[config.mk]
export PLATFORM = sky130hd
export DESIGN_NAME = gec_isqrt
export DESIGN_NICKNAME = d
export VERILOG_FILES = /design/src/rtl/core/gec_pkg.sv /design/src/rtl/core/gec_isqrt.sv
export SDC_FILE = /design/constraint.sdc
export NUM_CORES = 1
export LEC_CHECK = 0
export BUFFER_PORTS_ARGS = -buffer_cell sky130_fd_sc_hd__buf_2
export CAP_MARGIN = 0
export CORE_MARGIN = 2
export CORE_UTILIZATION = 35
export CTS_CLUSTER_DIAMETER = 80
export CTS_CLUSTER_SIZE = 30
export DETAILED_ROUTE_END_ITERATION = 6
export GPL_TIMING_DRIVEN = 0
export PLACE_DENSITY = 0.5
export SKIP_CTS_REPAIR_TIMING = 1
export SLEW_MARGIN = 30
export SYNTH_ARGS = -nofsm -noshare
export SYNTH_HDL_FRONTEND = slang
export SYNTH_SLANG_ARGS = --single-unit
export TNS_END_PERCENT = 10
[constraint.sdc]
create_clock -name clk -period 9.5 [get_ports clk]
set_clock_uncertainty 0.2 [all_clocks]
set_input_delay 1.9 -clock clk [delete_from_list [all_inputs] [get_ports clk]]
set_output_delay 1.9 -clock clk [all_outputs]
set_load 0.1 [all_outputs]
[src/rtl/core/gec_pkg.sv]
// ----------------------------------------------------------------------------
// gec_pkg
// Shared types and codes for the complex gabor energy convolver.
// ----------------------------------------------------------------------------
package gec_pkg;

  // store geometry
  localparam int MAX_WIDTH  = 64;
  localparam int MAX_HEIGHT = 64;
  localparam int MAX_KERNEL = 16;

  // item commands
  typedef enum logic [1:0] {
    CMD_LOAD_KERNEL = 2'd0,
    CMD_LOAD_PIXEL  = 2'd1,
    CMD_COMPUTE     = 2'd2,
    CMD_NONE        = 2'd3
  } gec_cmd_t;

  // configuration register indexes
  typedef enum logic [1:0] {
    REG_WIDTH  = 2'd0,
    REG_HEIGHT = 2'd1,
    REG_SIDE   = 2'd2,
    REG_SPARE  = 2'd3
  } gec_reg_t;

  // sequencer states
  typedef enum logic [2:0] {
    ST_IDLE,
    ST_TAP,
    ST_MAC,
    ST_SQUARE,
    ST_ROOT,
    ST_OUT
  } gec_state_t;

  localparam int AccW = 48;

endpackage

[src/rtl/core/gec_isqrt.sv]
// ----------------------------------------------------------------------------
// gec_isqrt
// Bit-pair iterative integer square root, one result bit per cycle.
// ----------------------------------------------------------------------------
module gec_isqrt (
  input  logic        clk,
  input  logic        rst_n,
  input  logic        start,
  input  logic [63:0] radicand,
  output logic        done,
  output logic [31:0] root
);
  import gec_pkg::*;

  logic [63:0] rem_r, rem_nxt;
  logic [31:0] root_r, root_nxt;
  logic [63:0] rad_r, rad_nxt;
  logic [5:0]  cnt_r, cnt_nxt;
  logic        busy_r, busy_nxt;
  logic [65:0] trial;
  logic [65:0] shifted;

  // one restoring step per cycle
  always_comb begin
    shifted  = {rem_r, rad_r[63:62]};
    trial    = shifted - {32'd0, root_r, 2'b01};
    rem_nxt  = rem_r;
    root_nxt = root_r;
    rad_nxt  = rad_r;
    cnt_nxt  = cnt_r;
    busy_nxt = busy_r;
    if (start) begin
      rem_nxt  = '0;
      root_nxt = '0;
      rad_nxt  = radicand;
      cnt_nxt  = 6'd32;
      busy_nxt = 1'b1;
    end else if (busy_r) begin
      rad_nxt = {rad_r[61:0], 2'b00};
      if (!trial[65]) begin
        rem_nxt  = trial[63:0];
        root_nxt = {root_r[30:0], 1'b1};
      end else begin
        rem_nxt  = shifted[63:0];
        root_nxt = {root_r[30:0], 1'b0};
      end
      cnt_nxt = cnt_r - 6'd1;
      if (cnt_r == 6'd1) busy_nxt = 1'b0;
    end
  end

  always_ff @(posedge clk) begin
    if (!rst_n) begin
      busy_r <= 1'b0;
      cnt_r  <= '0;
    end else begin
      busy_r <= busy_nxt;
      cnt_r  <= cnt_nxt;
    end
    rem_r  <= rem_nxt;
    root_r <= root_nxt;
    rad_r  <= rad_nxt;
  end

  assign done = busy_r && (cnt_r == 6'd1);
  assign root = root_nxt;

endmodule

==> metrics.md <==
| Metric | Value |
|---|---|
| Number of diodes | `0` |
| Internal power consumption | `around 1.5 mW` |
| Power per unit of standard cell area | `214 nW/µm²` |
| Multi-input combinational cell area | `5010 µm²` |
| Share of total power in sequential cells | `36.3%` |
| Vias post-DR | `around 7,700` |
| Async S/R FF share, synth | `0%` |
| Horiz. Die Dim | `168 µm` |
| Count of placed standard cells including taps | `approximately 1,500` |
| Post-synthesis net count | `1,111` |
| Site row count | `60` |
| R2R cell count | `13` |
| Synthesis-to-layout area growth | `17.1%` |
| Sum of net half-perimeters after detailed placement | `roughly 18,000 µm` |
| Hold slack | `roughly 0.29 ns` |
| Net switching power figure | `0.869 mW` |
| Routed length per instance | `between 15 and 20 µm` |
| Clock Latency Late Sink | `0.45 ns` |
| Crit-path max FO | `10` |
| Synth area leaders | `dfxtp_1, edfxtp_1, mux2_2` |
| Number of antenna-violating nets in the routed design | `0` |
| Detailed-route vias per instance | `about 5.2` |
| List of most frequent post-synthesis cells | `nor2_1, dfxtp_1, a21oi_1, edfxtp_1, mux2_2` |
| Kind of critical path | `flip-flop to primary output` |
| Most frequently used cell type in the post-synthesis netlist | `nor2_1` |
| Filler cell count in the final layout | `2,671` |
| Worst IR drop on VDD | `0.143 mV` |
| Total of warnings raised by yosys | `0` |
| Total wire length after detailed routing | `approximately 25,000 µm` |
| Share of total power in combinational logic | `between 30% and 40%` |
| Proportion of total power due to net switching | `36.8%` |
| CORE AREA | `26,700 µm²` |
| Share of layout cells above drive strength 1 | `19.2%` |
| Worst-path clk slew | `around 0.080 ns` |
| I/O pin total | `100` |
| DRC violations left | `0` |
| Final slew viol count | `0` |
| Worst endpoint required time | `7.40 ns` |
| Sequential share of the synthesized area | `42.2%` |
| Placer congestion estimate | `0.848` |
| Lkg Pwr | `approximately 4.3 nW` |
| Area share of the largest cell type after synthesis | `21.9%` |
| Max-Cap Viols | `0` |
| Gate Count Post-Synth | `1,009` |
| Total grt overflow | `0` |
| Vertical die dimension | `168 µm` |
| Clock Power Share | `32.1%` |
| Type of destination of the critical path | `primary output` |
| Final net count | `1,230` |
| Power after layout | `approximately 2.4 mW` |
| Maximum number of buffers from clock root to sink | `2` |
| Run status | `finished, final reports clean` |
| TritonCTS clock tree | `built` |
| Sinks on Clock Net | `167` |
| Average cell area after synthesis | `9.35 µm²` |
| Area of the die | `28,300 µm²` |
| Primary flip-flop cell chosen by synthesis mapping | `dfxtp_1` |
| Vias in the first global route | `approximately 7,600` |
| TritonCTS Buffers | `17` |
| Largest net degree at the start of global routing | `52` |
| Setup repair after global routing missed its margin | `no` |
| Hold path depth | `2` |
| Hold Crit Class | `flip-flop to flip-flop` |
| Number of setup violations in the final report | `0` |
| Crit path DAT | `approximately 4.4 ns` |
| Netlist area before placement | `about 9400 µm²` |
| CTS Root Cell | `clkbuf_16` |
| Share of the clock period used by the worst path | `68.6%` |
| Largest area contributor in the netlist | `dfxtp_1` |
| Overall global routing resource usage | `17.8%` |
| Maximum clock frequency | `154 MHz` |
| Count of flip-flops with a built-in enable after synthesis | `64` |
| Startpoint Class | `flip-flop` |
| Number of unique standard cell types used by synthesis | `66` |
| Starting Density | `35.3%` |
| 1st-iter DRT viols | `442` |
| Number of failing hold endpoints at the final stage | `0` |
| Sequential Area | `3980 µm²` |
| Slew at the pin closest to its max-slew limit | `around 0.89 ns` |
| Number of synthesized register bits | `roughly 170` |
| Aggregate negative setup slack | `0 ns` |
| DRT Pass-1 Iters | `5` |
| Min cycle time layout | `between 6 and 7 ns` |
| Max-Slew Margin vs Limit | `40.7%` |
| Cell Count, Final, Fillers Out | `1,482` |
| H-tree levels | `4` |
| Initial antenna violation count | `1` |
| Global-route wire length before repair | `40,100 µm` |
| Port Buffers | `between 90 and 100` |
-- stage by stage --
step           worst slack [ns]  utilization [%]  cell area (µm²)
2_1_floorplan              3.63                -             9430
3_3_place_gp               3.43             38.7            10300
3_5_place_dp               3.42             38.9            10400
4_1_cts                    2.94             41.3            11000
5_1_grt                    2.65             41.3            11000
6_report                   2.99             41.3            11000
-- worst paths after layout --
path / start / end / slack (ns)
worst min-delay path: rem_r[43]$_SDFFE_PP0P_ / rem_r[43]$_SDFFE_PP0P_ / 0.29
worst min register to register: rem_r[43]$_SDFFE_PP0P_ / rem_r[43]$_SDFFE_PP0P_ / 0.29
worst max register to register: root_r[20]$_DFF_P_ / rem_r[52]$_SDFFE_PP0P_ / 5.29
worst max-delay path: root_r[20]$_DFF_P_ / root[0] / 2.99
-- logic make-up after synthesis --
kind of cell / count (synthesis) / share of synthesized area, %
AND/OR/NAND/NOR: 322 / 16.6
AO/OA/AOI/OAI: 214 / 14.9
flip-flops: 167 / 42.2
buffers and inverters: 112 / 4.64
multiplexers: 103 / 11.8
XOR/XNOR: 56 / 5.20
adder cells (fa/ha/maj): 35 / 4.64
-- state kept, by name (all words and copies together) (netlist names) --
signal / count
rad_r: 64
rem_r: 64
root_r: 32
cnt_r: 6
busy_r: 1
-- power groups by stage --
stage               registers [mW]  clock network, mW  logic (mW)
floorplan                    0.859                  0       0.568
global placement             0.874                  0       0.737
global route                 0.866              0.801       0.833
detailed placement           0.872                  0       0.741
CTS                          0.857              0.774       0.745
finish                       0.857              0.757       0.747
-- cell usage in the layout (no fill, tap or decap), drive strengths merged, types with 4 or more instances in the layout --
| master | synthesis | routed |
|---|---|---|
| a211oi | 56 | 56 |
| a21o | 15 | 15 |
| a21oi | 64 | 64 |
| a311oi | 4 | 4 |
| a31oi | 7 | 7 |
| and2 | 5 | 5 |
| buf | 10 | 110 |
| clkbuf | 51 | 68 |
| clkinv | 1 | 5 |
| dfxtp | 103 | 103 |
| edfxtp | 64 | 64 |
| ha | 35 | 35 |
| inv | 50 | 61 |
| mux2 | 63 | 63 |
| mux2i | 40 | 40 |
| nand2 | 50 | 50 |
| nand2b | 12 | 12 |
| nand3 | 9 | 9 |
| nand4 | 10 | 10 |
| nor2 | 153 | 153 |
| nor2b | 5 | 5 |
| nor3 | 25 | 25 |
| nor4 | 13 | 13 |
| o211ai | 4 | 4 |
| o21ai | 31 | 31 |
| o21bai | 7 | 7 |
| or3 | 17 | 17 |
| or4 | 7 | 7 |
| xnor2 | 38 | 38 |
| xor2 | 18 | 18 |
-- worst max-delay path, stage by stage, from the launching register on --
cell and delay [ns]:
dfxtp_1 0.38, inv_1 0.06, ha_1 0.26, clkbuf_1 0.30
nand4_1 0.24, nor4_1 0.35, inv_1 0.14, a211o_1 0.29
and2_1 0.22, o31ai_2 0.55, clkbuf_1 0.55, nor2_1 0.09
a21oi_1 0.13, nor2_1 0.09, buf_2 0.33
-- cell type report --
type,instances,area share (%)
clock buffer,17,3.85
timing repair buffer,100,4.76
inverter,51,1.76
clock inverter,15,2.07
sequential,167,36.1
multi-input combinational,730,45.4
buffer,61,2.23
tap,341,3.86
-- routing by layer --
metal / GRT usage [%] / vias to the layer above / share of wire [%]
met5: 0 / - / 0.028
met3: 4.49 / 22 / 5.5
li1: - / 3861 / -
met1: 24.9 / 3619 / 50
met2: 27.7 / 165 / 44
met4: 4.09 / 2 / 0.96
Power figures use the tool's default switching activity.
